$ cat config.mk
export PLATFORM = sky130hd
export DESIGN_NAME = punctuation_and_string_tokenizer_unit
export DESIGN_NICKNAME = d
export VERILOG_FILES = /design/src/rtl/ptst_pkg.sv /design/src/rtl/punctuation_and_string_tokenizer_unit.sv /design/src/rtl/ptst_front.sv /design/src/rtl/ptst_queue.sv /design/src/rtl/ptst_back.sv
export SDC_FILE = /design/constraint.sdc
export NUM_CORES = 1
export LEC_CHECK = 0
export BUFFER_PORTS_ARGS = -buffer_cell sky130_fd_sc_hd__buf_2
export CAP_MARGIN = 20
export CORE_ASPECT_RATIO = 0.8
export CORE_UTILIZATION = 40
export CTS_CLUSTER_DIAMETER = 80
export DETAILED_ROUTE_END_ITERATION = 10
export PLACE_DENSITY = 0.68
export SLEW_MARGIN = 15
export SYNTH_ARGS = -nofsm -noshare
export SYNTH_HDL_FRONTEND = slang
export SYNTH_HIERARCHICAL = 1
export SYNTH_SLANG_ARGS = --single-unit
export TNS_END_PERCENT = 20
$ cat constraint.sdc
create_clock -name clk -period 7.28 [get_ports clk]
set_input_delay 0 -clock clk [delete_from_list [all_inputs] [get_ports clk]]
set_output_delay 0 -clock clk [all_outputs]
set_load 0.005 [all_outputs]
$ cat src/rtl/ptst_pkg.sv
// shared types, codes and constants of the punctuation and string tokenizer
package ptst_pkg;

    // most results that one input item can cause
    localparam int MAX_RES = 4;
    localparam int CNT_W   = $clog2(MAX_RES + 1);
    localparam int IDX_W   = $clog2(MAX_RES);

    // default depth of the queue between front and back
    localparam int DEF_QUEUE_DEPTH = 4;

    // source bytes with a meaning of their own
    localparam logic [7:0] CH_QUOTE  = 8'h22;
    localparam logic [7:0] CH_BSLASH = 8'h5C;
    localparam logic [7:0] CH_N      = 8'h6E;
    localparam logic [7:0] CH_EQ     = 8'h3D;
    localparam logic [7:0] CH_AMP    = 8'h26;
    localparam logic [7:0] CH_BAR    = 8'h7C;
    localparam logic [7:0] CH_BANG   = 8'h21;
    localparam logic [7:0] CH_NL     = 8'h0A;
    localparam logic [7:0] CH_DOT    = 8'h2E;
    localparam logic [7:0] CH_PLUS   = 8'h2B;
    localparam logic [7:0] CH_MINUS  = 8'h2D;
    localparam logic [7:0] CH_SLASH  = 8'h2F;
    localparam logic [7:0] CH_STAR   = 8'h2A;
    localparam logic [7:0] CH_LT     = 8'h3C;
    localparam logic [7:0] CH_GT     = 8'h3E;
    localparam logic [7:0] CH_LPAREN = 8'h28;
    localparam logic [7:0] CH_RPAREN = 8'h29;
    localparam logic [7:0] CH_LBRACE = 8'h7B;
    localparam logic [7:0] CH_RBRACE = 8'h7D;
    localparam logic [7:0] CH_LBRACK = 8'h5B;
    localparam logic [7:0] CH_RBRACK = 8'h5D;

    // token kinds
    typedef enum logic [4:0] {
        KIND_STRING = 5'd0,
        KIND_DOT    = 5'd1,
        KIND_PLUS   = 5'd2,
        KIND_MINUS  = 5'd3,
        KIND_DIV    = 5'd4,
        KIND_MUL    = 5'd5,
        KIND_LT     = 5'd6,
        KIND_GT     = 5'd7,
        KIND_ASSIGN = 5'd8,
        KIND_EQ     = 5'd9,
        KIND_AND    = 5'd10,
        KIND_OR     = 5'd11,
        KIND_LPAREN = 5'd12,
        KIND_RPAREN = 5'd13,
        KIND_LBRACE = 5'd14,
        KIND_RBRACE = 5'd15,
        KIND_LBRACK = 5'd16,
        KIND_RBRACK = 5'd17,
        KIND_BANG   = 5'd18,
        KIND_END    = 5'd19
    } kind_t;

    // lexer mode
    typedef enum logic [2:0] {
        MODE_NORMAL = 3'b001,
        MODE_STRING = 3'b010,
        MODE_ESCAPE = 3'b100
    } lex_mode_t;

    // operator waiting for its second byte
    typedef enum logic [3:0] {
        PEND_NONE = 4'b0001,
        PEND_EQ   = 4'b0010,
        PEND_AMP  = 4'b0100,
        PEND_BAR  = 4'b1000
    } pend_t;

    typedef struct packed {
        logic [7:0] ch;
        logic       ch_valid;
        logic       end_of_text;
    } in_item_t;

    typedef struct packed {
        logic [4:0] token_kind;
        logic [7:0] char_value;
        logic       has_char;
        logic       string_done;
        logic       last_of_item;
    } out_item_t;

    // one result before it gets its position mark
    typedef struct packed {
        logic [4:0] token_kind;
        logic [7:0] char_value;
        logic       has_char;
        logic       string_done;
    } tok_t;

    // all results of one item
    typedef struct packed {
        logic [CNT_W-1:0]          count;
        tok_t [MAX_RES-1:0]        tok;
    } batch_t;

endpackage

$ cat src/rtl/punctuation_and_string_tokenizer_unit.sv
// top level of the punctuation and string tokenizer
//
// Takes source text one byte per item and gives punctuation tokens, '==', '&&'
// and '||', quoted strings as one result per decoded character plus a
// terminator, and an end marker on the end-of-text item. The front end
// accepts one item every cycle while the batch queue (QUEUE_DEPTH items) has
// room; each item's results, from zero up to four, are queued together. The
// back end sends one result per cycle while out_ready is high, through a
// registered output, so an item of k results holds the result port for all k,
// and items of at most one result sustain one item per cycle. The first result
// of an item passes through the batch queue and then the output register.
module punctuation_and_string_tokenizer_unit #(
    parameter int QUEUE_DEPTH = ptst_pkg::DEF_QUEUE_DEPTH
) (
    input  logic                clk,
    input  logic                rst_n,
    input  logic                in_valid,
    output logic                in_ready,
    input  ptst_pkg::in_item_t  in_data,
    output logic                out_valid,
    input  logic                out_ready,
    output ptst_pkg::out_item_t out_data
);
    import ptst_pkg::*;

    logic   accept;
    logic   push;
    logic   full;
    logic   empty;
    logic   pop;
    batch_t push_batch;
    batch_t head_batch;

    assign in_ready = !full;
    assign accept   = in_valid && in_ready;

    // classify items and build batches
    ptst_front u_front (
        .clk    (clk),
        .rst_n  (rst_n),
        .accept (accept),
        .item   (in_data),
        .push   (push),
        .batch  (push_batch)
    );

    // decouple front and back
    ptst_queue #(
        .DEPTH (QUEUE_DEPTH)
    ) u_queue (
        .clk       (clk),
        .rst_n     (rst_n),
        .push      (push),
        .push_data (push_batch),
        .full      (full),
        .pop       (pop),
        .empty     (empty),
        .head      (head_batch)
    );

    // stream results out
    ptst_back u_back (
        .clk       (clk),
        .rst_n     (rst_n),
        .empty     (empty),
        .head      (head_batch),
        .pop       (pop),
        .out_valid (out_valid),
        .out_ready (out_ready),
        .out_data  (out_data)
    );

endmodule

$ cat src/rtl/ptst_front.sv
// front end: accepts bytes, tracks lexer state and builds the result batch of each item
module ptst_front (
    input  logic               clk,
    input  logic               rst_n,
    input  logic               accept,
    input  ptst_pkg::in_item_t item,
    output logic               push,
    output ptst_pkg::batch_t   batch
);
    import ptst_pkg::*;

    lex_mode_t mode_reg, mode_next;
    pend_t     pend_reg, pend_next;

    // append one result to a batch
    function automatic batch_t add_tok(batch_t b, kind_t k, logic [7:0] c,
                                       logic has, logic done);
        tok_t t;
        t.token_kind  = k;
        t.char_value  = c;
        t.has_char    = has;
        t.string_done = done;
        if (b.count < CNT_W'(MAX_RES))
        begin
            b.tok[b.count[IDX_W-1:0]] = t;
            b.count = b.count + 1'b1;
        end
        return b;
    endfunction

    // single-byte punctuation, string kind means no token
    function automatic kind_t punct_kind(logic [7:0] c);
        kind_t k;
        k = KIND_STRING;
        if (c == CH_DOT)         k = KIND_DOT;
        else if (c == CH_PLUS)   k = KIND_PLUS;
        else if (c == CH_MINUS)  k = KIND_MINUS;
        else if (c == CH_SLASH)  k = KIND_DIV;
        else if (c == CH_STAR)   k = KIND_MUL;
        else if (c == CH_LT)     k = KIND_LT;
        else if (c == CH_GT)     k = KIND_GT;
        else if (c == CH_LPAREN) k = KIND_LPAREN;
        else if (c == CH_RPAREN) k = KIND_RPAREN;
        else if (c == CH_LBRACE) k = KIND_LBRACE;
        else if (c == CH_RBRACE) k = KIND_RBRACE;
        else if (c == CH_LBRACK) k = KIND_LBRACK;
        else if (c == CH_RBRACK) k = KIND_RBRACK;
        else if (c == CH_BANG)   k = KIND_BANG;
        return k;
    endfunction

    // classify the item against the current state
    always_comb
    begin
        batch_t     b;
        logic       str_byte;
        logic       skip;
        kind_t      k;
        logic [7:0] c;

        b         = '0;
        mode_next = mode_reg;
        pend_next = pend_reg;
        str_byte  = 1'b0;
        skip      = 1'b0;
        k         = KIND_STRING;
        c         = item.ch;

        if (item.ch_valid)
        begin
            if (mode_reg == MODE_ESCAPE)
            begin
                mode_next = MODE_STRING;
                if (c == CH_QUOTE)
                    b = add_tok(b, KIND_STRING, CH_QUOTE, 1'b1, 1'b0);
                else if (c == CH_N)
                    b = add_tok(b, KIND_STRING, CH_NL, 1'b1, 1'b0);
                else
                begin
                    b        = add_tok(b, KIND_STRING, CH_BSLASH, 1'b1, 1'b0);
                    str_byte = 1'b1;
                end
            end
            else if (mode_reg == MODE_STRING)
            begin
                str_byte = 1'b1;
            end
            else
            begin
                // complete a pending operator, emit a lone '=' or drop a lone '&' or '|'
                mode_next = MODE_NORMAL;
                if (pend_reg == PEND_EQ)
                begin
                    pend_next = PEND_NONE;
                    if (c == CH_EQ)
                    begin
                        b    = add_tok(b, KIND_EQ, 8'h00, 1'b0, 1'b0);
                        skip = 1'b1;
                    end
                    else
                        b = add_tok(b, KIND_ASSIGN, 8'h00, 1'b0, 1'b0);
                end
                else if (pend_reg == PEND_AMP)
                begin
                    pend_next = PEND_NONE;
                    if (c == CH_AMP)
                    begin
                        b    = add_tok(b, KIND_AND, 8'h00, 1'b0, 1'b0);
                        skip = 1'b1;
                    end
                end
                else if (pend_reg == PEND_BAR)
                begin
                    pend_next = PEND_NONE;
                    if (c == CH_BAR)
                    begin
                        b    = add_tok(b, KIND_OR, 8'h00, 1'b0, 1'b0);
                        skip = 1'b1;
                    end
                end

                // the byte itself
                if (!skip)
                begin
                    if (c == CH_QUOTE)
                        mode_next = MODE_STRING;
                    else if (c == CH_EQ)
                        pend_next = PEND_EQ;
                    else if (c == CH_AMP)
                        pend_next = PEND_AMP;
                    else if (c == CH_BAR)
                        pend_next = PEND_BAR;
                    else
                    begin
                        k = punct_kind(c);
                        if (k != KIND_STRING)
                            b = add_tok(b, k, 8'h00, 1'b0, 1'b0);
                    end
                end
            end

            // byte inside a string
            if (str_byte)
            begin
                if (c == CH_QUOTE)
                begin
                    b         = add_tok(b, KIND_STRING, 8'h00, 1'b0, 1'b1);
                    mode_next = MODE_NORMAL;
                end
                else if (c == CH_BSLASH)
                    mode_next = MODE_ESCAPE;
                else
                    b = add_tok(b, KIND_STRING, c, 1'b1, 1'b0);
            end
        end

        // end of text flush
        if (item.end_of_text)
        begin
            if (mode_next == MODE_STRING || mode_next == MODE_ESCAPE)
            begin
                if (mode_next == MODE_ESCAPE)
                    b = add_tok(b, KIND_STRING, CH_BSLASH, 1'b1, 1'b0);
                b = add_tok(b, KIND_STRING, 8'h00, 1'b0, 1'b1);
            end
            else if (pend_next == PEND_EQ)
                b = add_tok(b, KIND_ASSIGN, 8'h00, 1'b0, 1'b0);
            b         = add_tok(b, KIND_END, 8'h00, 1'b0, 1'b0);
            mode_next = MODE_NORMAL;
            pend_next = PEND_NONE;
        end

        batch = b;
    end

    assign push = accept && (batch.count != '0);

    // lexer state
    always_ff @(posedge clk or negedge rst_n)
    begin
        if (!rst_n)
        begin
            mode_reg <= MODE_NORMAL;
            pend_reg <= PEND_NONE;
        end
        else if (accept)
        begin
            mode_reg <= mode_next;
            pend_reg <= pend_next;
        end
    end

endmodule

$ cat src/rtl/ptst_queue.sv
// short queue of result batches between front and back
module ptst_queue #(
    parameter int DEPTH = ptst_pkg::DEF_QUEUE_DEPTH
) (
    input  logic             clk,
    input  logic             rst_n,
    input  logic             push,
    input  ptst_pkg::batch_t push_data,
    output logic             full,
    input  logic             pop,
    output logic             empty,
    output ptst_pkg::batch_t head
);
    import ptst_pkg::*;

    localparam int PTR_W = (DEPTH > 1) ? $clog2(DEPTH) : 1;
    localparam int NUM_W = $clog2(DEPTH + 1);

    batch_t            entry_reg [DEPTH];
    logic [PTR_W-1:0]  wr_ptr_reg, wr_ptr_next;
    logic [PTR_W-1:0]  rd_ptr_reg, rd_ptr_next;
    logic [NUM_W-1:0]  num_reg, num_next;
    logic              do_push, do_pop;

    assign full    = (num_reg == NUM_W'(DEPTH));
    assign empty   = (num_reg == '0);
    assign do_push = push && !full;
    assign do_pop  = pop && !empty;
    assign head    = entry_reg[rd_ptr_reg];

    // pointer and fill bookkeeping
    always_comb
    begin
        wr_ptr_next = wr_ptr_reg;
        rd_ptr_next = rd_ptr_reg;
        num_next    = num_reg;
        if (do_push)
            wr_ptr_next = (wr_ptr_reg == PTR_W'(DEPTH - 1)) ? '0 : wr_ptr_reg + 1'b1;
        if (do_pop)
            rd_ptr_next = (rd_ptr_reg == PTR_W'(DEPTH - 1)) ? '0 : rd_ptr_reg + 1'b1;
        if (do_push && !do_pop)
            num_next = num_reg + 1'b1;
        else if (do_pop && !do_push)
            num_next = num_reg - 1'b1;
    end

    always_ff @(posedge clk or negedge rst_n)
    begin
        if (!rst_n)
        begin
            wr_ptr_reg <= '0;
            rd_ptr_reg <= '0;
            num_reg    <= '0;
        end
        else
        begin
            wr_ptr_reg <= wr_ptr_next;
            rd_ptr_reg <= rd_ptr_next;
            num_reg    <= num_next;
        end
    end

    // entry storage
    always_ff @(posedge clk)
    begin
        if (do_push)
            entry_reg[wr_ptr_reg] <= push_data;
    end

endmodule

$ cat src/rtl/ptst_back.sv
// back end: walks each batch, one result per unstalled cycle into the output register
module ptst_back (
    input  logic                clk,
    input  logic                rst_n,
    input  logic                empty,
    input  ptst_pkg::batch_t    head,
    output logic                pop,
    output logic                out_valid,
    input  logic                out_ready,
    output ptst_pkg::out_item_t out_data
);
    import ptst_pkg::*;

    logic [IDX_W-1:0] sub_reg, sub_next;
    logic             out_valid_reg, out_valid_next;
    out_item_t        out_reg, out_next;
    logic             load;
    logic             last;
    tok_t             cur;

    assign load = !empty && (!out_valid_reg || out_ready);
    assign cur  = head.tok[sub_reg];
    assign last = (CNT_W'(sub_reg) + 1'b1 == head.count);
    assign pop  = load && last;

    // next result and position in the batch
    always_comb
    begin
        sub_next       = sub_reg;
        out_next       = out_reg;
        out_valid_next = out_valid_reg;
        if (load)
        begin
            out_next.token_kind   = cur.token_kind;
            out_next.char_value   = cur.char_value;
            out_next.has_char     = cur.has_char;
            out_next.string_done  = cur.string_done;
            out_next.last_of_item = last;
            out_valid_next        = 1'b1;
            sub_next              = last ? '0 : sub_reg + 1'b1;
        end
        else if (out_ready)
            out_valid_next = 1'b0;
    end

    always_ff @(posedge clk or negedge rst_n)
    begin
        if (!rst_n)
        begin
            sub_reg       <= '0;
            out_valid_reg <= 1'b0;
        end
        else
        begin
            sub_reg       <= sub_next;
            out_valid_reg <= out_valid_next;
        end
    end

    // output payload
    always_ff @(posedge clk)
    begin
        out_reg <= out_next;
    end

    assign out_valid = out_valid_reg;
    assign out_data  = out_reg;

endmodule

# After elaboration in Yosys (flattened, before gate mapping)

Memory sizes are Yosys's and may differ from the RTL's.
Index checks and enable logic that the tools add are counted.

Add/sub/neg operators: 11
Magnitude comparators: 16
Equality and inequality tests: 32
Muxes and demuxes: 118
Bitwise gates (word level): 15
Reductions and logical operators: 25

Operators by type and width:

| operator                                            | number |
|---|---|
| two-way mux 63 bit                                  | 34 |
| bitwise AND 56 bit                                  | 3 |
| NOT 56 bit                                          | 3 |
| demux 15 bit (select 2 bit)                         | 5 |
| two-way mux 61 bit                                  | 2 |
| bitwise mux 60 bit                                  | 2 |
| two-way mux 5 bit                                   | 22 |
| == test 8 x 6 -> 1 bit (second input constant)      | 13 |
| two-way mux 15 bit                                  | 6 |
| == test 8 x 7 -> 1 bit (second input constant)      | 7 |
| bitwise AND 48 bit                                  | 1 |
| two-way mux 4 bit                                   | 12 |
| NOT 48 bit                                          | 1 |
| bitwise AND 40 bit                                  | 1 |
| NOT 40 bit                                          | 1 |
| binary-select mux 15 bit (select 2 bit)             | 1 |
| two-way mux 3 bit                                   | 10 |
| OR 20 bit                                           | 1 |
| adder 3 x 1 -> 3 bit (second input constant)        | 6 |
| < comparator 2 x 3 -> 1 bit (second input constant) | 6 |
| two-way mux 1 bit                                   | 18 |
| < comparator 3 bit (second input constant)          | 5 |
| logical AND 1 bit                                   | 13 |
| OR 12 bit                                           | 1 |
| 21 further kinds                                    | 43 |

Bits in registers: 33
Memory bits (writable): 252
Output and inout bits: 18
Logic and storage cells: 230
Memories: 1

Memories:

| memory            | words | bits a word | rd ports | clocked after Yosys merged registers in | wr ports | line             | source |
|---|---|---|---|---|---|---|---|
| u_queue.entry_reg | 4     | 63          | 1        | 0                                       | 1        | ptst_queue.sv:19 | `batch_t entry_reg [DEPTH];` |

# Longest topological paths before layout

Gate-level depths: netlist of run 1.

Depth after elaboration: 78
Mapped depth: 37
Gate-level depth less buffers: 34

# Modules after synthesis

The synthesis of run 1 kept the hierarchy.

By module, submodules not included:

| module                                | instances | cells each | area each (um^2) |
|---|---|---|---|
| ptst_queue                            | 1         | 366        | 9535.4 |
| ptst_front                            | 1         | 387        | 2580.0 |
| ptst_back                             | 1         | 52         | 1088.5 |
| punctuation_and_string_tokenizer_unit | 1         | 2          | 10.0 |

# Worst setup path after synthesis of run 1

OpenSTA, ideal clock, no wires.

Path type: register -> register
Start point: register u_front.pend_reg[1]
End point: memory u_queue/entry_reg[0][0] (netlist bit) (enable)
Arrival time: 6.462 ns
Data required time: 6.852 ns
Setup slack: 0.390 ns
Stages on the path, launching flop included: 30
Buffers on the path: 2
Period minus slack after synthesis: 6.890 ns
Cells stage by stage: dfrtp_1 or4b_1 nor4_4 nor3_1 inv_1 ha_1 inv_1 o211a_1 a211o_2 inv_1 ha_1 nor2_1 nor2_1 nor2_1 inv_1 ha_1 nand2_1 nand2_1 ha_1 inv_1 a211o_1 a31oi_1 a31oi_4 buf_6 nor2b_4 xnor2_1 a41oi_2 nor2b_1 buf_2 and2_1

Word-level cells in the longest chain between the ends: 41
Elaborated cells between the ends (all ways): 79
Classes of those cells: add/sub: 5; order compare: 5; eq/ne: 6; mux: 59; reduce/logical: 4

Ends and longest elaborated chain:

| item                                                       | line                                        | source |
|---|---|---|
| start: declaration                                         | ptst_front.sv:13                            | `pend_t pend_reg, pend_next;` |
| start signal: assignment                                   | ptst_front.sv:189                           | `pend_reg <= pend_next;` |
| == test 4 bit                                              | ptst_front.sv:112                           | `else if (pend_reg == PEND_BAR)` |
| two-way mux 63 bit                                         | ptst_front.sv:112                           |  |
| two-way mux 63 bit                                         | ptst_front.sv:103                           | `else if (pend_reg == PEND_AMP)` |
| two-way mux 63 bit                                         | ptst_front.sv:92                            | `if (pend_reg == PEND_EQ)` |
| two-way mux 63 bit                                         | ptst_front.sv:84                            | `else if (mode_reg == MODE_STRING)` |
| two-way mux 63 bit                                         | ptst_front.sv:71                            | `if (mode_reg == MODE_ESCAPE)` |
| two-way mux 63 bit                                         | ptst_front.sv:69                            | `if (item.ch_valid)` |
| adder 3 x 1 -> 3 bit or < comparator 3 bit (tied branches) | ptst_front.sv:26, ptst_front.sv:23          |  |
| (+27 left out)                                             | -                                           |  |
| two-way mux 63 bit *                                       | ptst_front.sv:158                           | `if (item.end_of_text)` |
| nonzero test 3 bit *                                       | ptst_front.sv:176                           | `assign push = accept && (batch.count != '0);` |
| logical AND 1 bit *                                        | ptst_front.sv:176                           |  |
| via push                                                   | punctuation_and_string_tokenizer_unit.sv:27 | `logic push;` |
| logical AND 1 bit *                                        | ptst_queue.sv:27                            | `assign do_push = push && !full;` |
| via u_queue.do_push                                        | ptst_queue.sv:23                            | `logic do_push, do_pop;` |
| two-way mux 1 bit *                                        | ptst_queue.sv:66                            | `if (do_push)` |
| two-way mux 1 bit (not written as such) *                  | ptst_queue.sv:67                            | `entry_reg[wr_ptr_reg] <= push_data;` |
| end: declaration                                           | ptst_queue.sv:19                            |  |

The timed path passes the listed nets; every way through them passes the cells marked *. The select of a mux whose other input is x is not followed.

# Worst setup path after layout of run 1

Start point: register u_front.pend_reg[1]
End point: register u_queue.num_reg[2]

Word-level cells in the longest chain between the ends: 42
Elaborated cells between the ends (all ways): 82
Classes of those cells: add/sub: 5; order compare: 5; eq/ne: 6; mux: 58; reduce/logical: 8

Ends and longest elaborated chain:

| item                                                       | line                                        | source |
|---|---|---|
| == test 4 bit                                              | ptst_front.sv:112                           |  |
| two-way mux 63 bit                                         | ptst_front.sv:112                           |  |
| two-way mux 63 bit                                         | ptst_front.sv:103                           |  |
| two-way mux 63 bit                                         | ptst_front.sv:92                            |  |
| two-way mux 63 bit                                         | ptst_front.sv:84                            |  |
| two-way mux 63 bit                                         | ptst_front.sv:71                            |  |
| two-way mux 63 bit                                         | ptst_front.sv:69                            |  |
| adder 3 x 1 -> 3 bit or < comparator 3 bit (tied branches) | ptst_front.sv:26, ptst_front.sv:23          |  |
| (+27 left out)                                             | -                                           |  |
| two-way mux 63 bit *                                       | ptst_front.sv:158                           |  |
| nonzero test 3 bit *                                       | ptst_front.sv:176                           |  |
| logical AND 1 bit *                                        | ptst_front.sv:176                           |  |
| via push                                                   | punctuation_and_string_tokenizer_unit.sv:27 |  |
| logical AND 1 bit *                                        | ptst_queue.sv:27                            |  |
| logical NOT 1 bit                                          | ptst_queue.sv:43                            | `else if (do_pop && !do_push)` |
| logical AND 1 bit                                          | ptst_queue.sv:43                            |  |
| nonzero test 2 bit (no source line)                        | -                                           |  |
| end signal: assignment                                     | ptst_queue.sv:59                            | `num_reg <= num_next;` |
| end: declaration                                           | ptst_queue.sv:22                            | `logic [NUM_W-1:0] num_reg, num_next;` |

Marks and branches as above.
A chain may end at the register's enable or synchronous reset.

==> results by group, run 1 <==
Status
  • Status: complete, no violations

Synth
  • Top-count cell post-synth: edfxtp_1
  • Sequential share of the synthesized area: 64.14%
  • Main synth FF type: edfxtp_1
  • Synth top area cells: edfxtp_1 (61%), mux4_2 (12%), dfrtp_1 (2.8%), ha_1 (2.3%), nand2_1 (1.6%)
  • FF+latch count, synth: 285
  • Post-synth top cells: edfxtp_1 (268), mux4_2 (71), nand2_1 (57)
  • Gate Count Post-Synth: 807
  • FFs w/ async S/R, synth: 5.965%
  • Cell area after synthesis: 13210 sq um
  • Avg Inst Size Synth: 16.37 sq um
  • Share of the synthesized area in the top cell type: 60.90%
  • Yosys top cell by area: edfxtp_1
  • Cell variety after synth: 91
  • Number of synthesized flops with an enable pin: 268
  • Syn. warnings: 6

Power
  • Maximum VDD drop: 0.1774 mV
  • Sw power: 1296 uW
  • Clk network pwr share: 31.3%
  • Pint: 3576 uW
  • Logic pwr share: 24.0%
  • Switching Share: 26.60%
  • Flop pwr share: 44.8%
  • LEAKAGE: 0.005068 uW
  • Power Density: 327.7 nW/um^2
  • Total Power: 4872 uW

Floorplanning
  • Io pins: 32
  • Die Y-Extent: 164.6 um
  • Die X: 205.2 um
  • Core area: 32480 sq um
  • FP Rows: 59
  • Die footprint: 33770 sq um
  • Initial Util: 40.68%

Timing
  • Max-slew headroom: 30.25%
  • Final Max Slew Viols: 0
  • Worst Skew: 15.11 ps
  • Final worst setup slack: 699.4 ps
  • Setup TNS: 0 ps
  • Period utilisation layout: 90.39%
  • Slew @ Worst Pin: 1035 ps
  • Post-layout min period: 6581 ps
  • RSZ-0062 raised after global routing: no
  • Final hold vios: 0
  • Final setup vio count: 0
  • FMAX: 152.0 MHz

Place
  • Port Buffers: 31
  • Placement Setup Slack: 766.3 ps
  • HPWL Detailed: 17920 um
  • GP Congestion: 0.8909
  • Post-DP Area: 13810 sq um

Run
  • Max cap viols: 0

Global routing
  • Total GRT Usage: 16.62%
  • Pin count of the biggest net entering global routing: 64
  • Initial antenna violation count: 0
  • Overflow left after global routing: 0
  • Vias in the first global route: 7104
  • Global-route wire length before repair: 42750 um

Critical path
  • Crit-path slowest cell: or4b_1
  • CP endpoint kind: register
  • Crit path launch type: register
  • Max incr delay on CP: 620 ps
  • Critical Path RT: 7750 ps
  • CP dominant cell by count: inv_1
  • Worst EP arrival: 7050 ps
  • Max FO, Critical Path: 13
  • WS Path Type: reg -> reg

CTS
  • Post-CTS setup buffer count: 0
  • Max clock buf depth: 3
  • CTS tree: built
  • Htree depth: 1
  • Worst-Skew Late Latency: 550 ps
  • Root Buffer: clkbuf_16
  • Clock Sinks: 285
  • Worst-path clk slew: 60 ps
  • CTS Buf Count: 28

Detailed routing
  • Detailed-route via count: 7280
  • Initial DRT Pass Iterations: 6
  • Wirelength, routed: 27430 um
  • DRT iter0 DRCs: 720
  • WL/cell: 21.23 um
  • Remaining antenna violation count: 0
  • Drt drc: 0
  • Via-per-instance ratio: 5.635

Worst hold path
  • Worst hold-check path type: in -> async

Layout
  • Design Area, Final: 14870 sq um
  • Final nets: 883
  • Layout cells sized above 1: 23.82%
  • # diodes: 0
  • Max reg flops: 252
  • Area grow syn2layout: 12.51%
  • Final Util: 45.77%
-- final cells by class --
type,instances,area (sq um)
Inverter,29,108.9
Clock buffer,33,719.4
Clock inverter,18,266.5
Tap cell,427,534.3
Fill cell,2799,17610
Multi-Input combinational cell,447,4332
Timing Repair Buffer,53,425.4
Sequential cell,285,8481
-- worst max-delay path: cells and delay by family, from the launching register on --
| family | cells | cell delay (ps) |
|---|---|---|
| xor gates and xnor gates | 3 | 450 |
| adders and majority gates | 6 | 1720 |
| buffers and inverters | 7 | 610 |
| AOI/OAI and AO/OA | 6 | 1100 |
| and+or+nand+nor | 11 | 2170 |
| DFF | 1 | 440 |
-- through the flow --
step | std cells | hold WS, ps
4_1_cts | 1292 | 17.76
6_report | 1292 | 21.76
3_5_place_dp | 1234 | -26.58
2_1_floorplan | 812 | -295.6
3_3_place_gp | 1234 | -36.43
5_1_grt | 1292 | 44.29
-- cells in the final DEF (no fill, tap or decap), drive strengths merged, types with 5 or more instances in the layout --
cell,Yosys,routed
edfxtp,268,268
mux4,78,78
o22ai,7,7
conb,1,6
mux2,7,7
bufinv,0,6
and3,16,16
nor3,14,14
o21a,6,6
nor2,37,37
a31oi,7,7
xnor2,8,8
ha,24,24
and2,12,12
or2,5,5
clkinv,1,12
inv,28,29
clkbuf,15,33
a21oi,29,29
xor2,5,5
buf,36,46
nand3,15,15
dlygate4sd3,0,7
nand2,58,58
o21ai,21,21
nand4,7,7
nor2b,8,8
dfrtp,15,15
-- power groups by stage --
| stage | logic, uW | registers (uW) | clock network (uW) |
|---|---|---|---|
| 2_1_floorplan | 945 | 2150 | 0 |
| 3_3_place_gp | 1170 | 2210 | 0 |
| 3_5_place_dp | 1180 | 2220 | 0 |
| 4_1_cts | 1190 | 2190 | 1560 |
| 5_1_grt | 1270 | 2210 | 1630 |
| 6_report | 1170 | 2180 | 1520 |
-- logic make-up (layout without fill, tap and decap cells) --
| logic type | after synthesis | after routing | synth area share (%) |
|---|---|---|---|
| and+or+nand+nor | 197 | 197 | 8.238 |
| buffers and inverters | 80 | 133 | 3.276 |
| adders and majority gates | 25 | 25 | 2.424 |
| muxes | 88 | 88 | 14.47 |
| AOI/OAI and AO/OA | 118 | 118 | 6.505 |
| other | 1 | 6 | 0.02838 |
| xor gates and xnor gates | 13 | 13 | 0.9185 |
| DFF | 285 | 285 | 64.14 |
-- worst paths after layout --
check,from,endpoint,slack [ps],cells past startpoint
setup / recovery,u_front/pend_reg[1],u_queue/num_reg[2],700,33
min in group clk,in_data[5],u_queue/entry_reg[0][35],40,3
max in group asynchronous,rst_n,u_queue/rd_ptr_reg[0],5940,3
setup reg to reg,u_front/pend_reg[1],u_queue/num_reg[2],700,33
hold / removal,rst_n,u_front/pend_reg[0],20,2
hold reg to reg,u_queue/num_reg[2],u_queue/num_reg[2],550,1
-- per-layer routing --
metal	GRT usage [%]	wire [um]	vias to the layer above
met4	3.030	381	0
met3	2.210	1637	31
li1	-	-	3281
met1	25.84	13000	3720
met5	0	0	-
met2	25.08	12410	248
-- what timing repair did --
item | in CTS | in global routing
hold buffers | 7 | 0
endpoints found under the setup margin | 0 | 0
resized for setup | 0 | 0
hold endpoints to repair | 37 | 0
(Power assumes the default switching activity.)
==> run 2, diff against run 1 <==
--- a/config.mk
+++ b/config.mk
@@ -9,9 +9,10 @@
 export CAP_MARGIN = 20
 export CORE_ASPECT_RATIO = 0.8
 export CORE_UTILIZATION = 40
+export CTS_BUF_LIST = sky130_fd_sc_hd__clkbuf_16
 export CTS_CLUSTER_DIAMETER = 80
 export DETAILED_ROUTE_END_ITERATION = 10
-export PLACE_DENSITY = 0.68
+export PLACE_DENSITY = 0.66
 export SLEW_MARGIN = 15
 export SYNTH_ARGS = -nofsm -noshare
 export SYNTH_HDL_FRONTEND = slang
==> constraint.sdc (replaced) <==
create_clock -name clk -period 7.1 [get_ports clk]
set_input_delay 0 -clock clk [delete_from_list [all_inputs] [get_ports clk]]
set_output_delay 0 -clock clk [all_outputs]
set_load 0.005 [all_outputs]
==> run 2 against run 1 <==
  * Flip-flop and latch count unchanged
  * Clock power about the same
  * Cell area decreased by 0.13%
  * Highest routed layer unchanged
  * Worst hold slack lost 11 ps
  * Cell count rose by 0.23%
  * Critical path depth shrank 4
  * Worst setup slack got worse by 370 ps
  * First-iteration DRC count shrank 15%
  * Fmax decreased by 2.8%
  * Power increased by 2.3%
  * Combinational power up 7%
==> results by group, run 2 (same netlist as run 1, synthesis figures left out) <==
Status
  • Status: complete, no violations

Timing
  • Period utilisation layout: 95.32% (+4.9 points)
  • Worst hold slack: 10.51 ps (-11.25 ps)
  • Post-layout min period: 6767 ps (+186.9 ps)
  • Max-slew headroom: 27.73% (-2.5 points)
  • Final setup vio count: 0 (unchanged)
  • Final worst setup slack: 332.6 ps (-366.9 ps)
  • Setup TNS: 0 ps (unchanged)
  • Final Max Slew Viols: 0 (unchanged)
  • Final hold vios: 0 (unchanged)
  • RSZ-0062 raised after global routing: no
  • Slew @ Worst Pin: 1073 ps (+37.36 ps)
  • Worst Skew: 13.41 ps (-1.694 ps)
  • FMAX: 147.8 MHz (-2.8%)

Floorplanning
  • FP Rows: 59 (unchanged)
  • Die Y-Extent: 164.6 um (unchanged)
  • Initial Util: 40.68% (unchanged)
  • Core area: 32480 sq um (unchanged)
  • Die X: 205.2 um (unchanged)
  • Die footprint: 33770 sq um (unchanged)
  • Io pins: 32 (unchanged)

Detailed routing
  • Via-per-instance ratio: 5.690 (+0.97%)
  • Wirelength, routed: 28310 um (+3.2%)
  • Drt drc: 0 (unchanged)
  • WL/cell: 21.86 um (+3.0%)
  • Detailed-route via count: 7368 (+1.2%)
  • Initial DRT Pass Iterations: 5 (-1)
  • DRT iter0 DRCs: 614 (-15%)
  • Remaining antenna violation count: 0 (unchanged)

Layout
  • Final Util: 45.71% (-0.058 points)
  • Final nets: 888 (+0.57%)
  • # diodes: 0 (unchanged)
  • Commonest non-fill, non-tap cell in the layout: edfxtp_1
  • Most frequent cells in the layout: edfxtp_1 (268), mux4_2 (71), nand2_1 (57)
  • Max reg flops: 252 (unchanged)
  • Area grow syn2layout: 12.37%
  • Layout cells sized above 1: 24.19% (+0.38 points)

Critical path
  • Reg2reg path depth: 29 (-12%)
  • R2R Path Start: u_front/pend_reg[1]
  • Critical Path RT: 7330 ps (-420 ps)
  • CP endpoint kind: register
  • Max FO, Critical Path: 26 (+13)
  • Worst reg2reg setup slack: 330 ps (-370 ps)
  • Max incr delay on CP: 670 ps (+50 ps)
  • Crit path launch type: register
  • Crit-path slowest cell: and2_2
  • Worst EP arrival: 7000 ps (-50 ps)
  • Reg2Reg Capture Point: u_queue/entry_reg[2][30]
  • CP dominant cell by count: inv_1
  • WS Path Type: reg -> reg

CTS
  • CTS Buf Count: 29 (+3.6%)
  • Htree depth: 1 (unchanged)
  • Root Buffer: clkbuf_16
  • Hold_buf cts: 6 (-1)
  • Clock Sinks: 285 (unchanged)
  • Max clock buf depth: 3 (unchanged)
  • Post-CTS setup buffer count: 0 (unchanged)
  • Worst-path clk slew: 60 ps (about the same)
  • CTS tree: built
  • Worst-Skew Late Latency: 540 ps (about the same)
  • Post-CTS resize count: 0 (unchanged)

Place
  • Port Buffers: 31 (unchanged)
  • Placement Setup Slack: 445.5 ps (-320.8 ps)
  • HPWL Detailed: 18760 um (+4.7%)
  • GP Congestion: 0.9512 (+6.8%)

Global routing
  • Total GRT Usage: 17.19% (+0.57 points)
  • Global-route wire length before repair: 43520 um (+1.8%)
  • Initial antenna violation count: 0 (unchanged)
  • Vias in the first global route: 7214 (+1.5%)
  • Pin count of the biggest net entering global routing: 66 (+3.1%)
  • Overflow left after global routing: 0 (unchanged)

Power
  • Total Power: 4983 uW (+2.3%)
  • LEAKAGE: 0.005097 uW (+0.57%)
  • Power Density: 335.6 nW/um^2 (+2.4%)
  • Maximum VDD drop: 0.2065 mV (+16%)

Run
  • Max cap viols: 0 (unchanged)

Worst hold path
  • Worst hold-check path type: in -> async
[run 2: worst max path at each step]
| stage | startpoint | end | slack (ps) |
|---|---|---|---|
| after floorplan | u_front/pend_reg[1] | u_queue/entry_reg[0][0] | 210 |
| after CTS | u_front/pend_reg[1] | u_queue/entry_reg[2][30] | 410 |
| after detailed placement | u_front/pend_reg[1] | u_queue/entry_reg[2][31] | 450 |
| final | u_front/pend_reg[1] | u_queue/entry_reg[2][30] | 330 |
| after global routing | u_front/pend_reg[1] | u_queue/entry_reg[2][30] | 0.4 |
| after global placement | u_front/pend_reg[1] | u_queue/entry_reg[2][49] | 540 |
[run 2: metal layers]
layer | global-route usage (%) | vias up | routed length (um)
met4 | 4.343 | 0 | 675
met5 | 0 | - | 0
met2 | 25.41 | 252 | 12360
met3 | 3.295 | 41 | 1956
li1 | - | 3295 | -
met1 | 26.06 | 3780 | 13320
[run 2: cell type report]
type,instances,area (sq um)
Tap cell,427,534.3
Sequential cell,285,8481
Inverter,29,108.9
Clock inverter,21,239.0
Timing Repair Buffer,57,427.9
Clock buffer,29,725.7
Multi-Input combinational cell,447,4332
Fill cell,2788,17630
[run 2: stage by stage]
stage               std cells  area (sq um)
floorplan                 812         13230
global placement         1239         13820
detailed placement       1239         13820
CTS                      1295         14850
global route             1295         14850
finish                   1295         14850
[run 2: power breakdown]
group / switching, uW / internal, uW / total (uW)
sequential: 102 / 2100 / 2200
clock: 611 / 922 / 1530
combinational: 623 / 622 / 1250
[run 2: worst max-delay path: cells and delay by family (launching register included)]
family                   cells  cell delay [ps]
AND/OR/NAND/NOR             11             2790
adder cells (fa/ha/maj)      4             1080
XOR/XNOR                     1              140
AO/OA/AOI/OAI                6             1090
buffers and inverters        7              850
flip-flops                   1              440
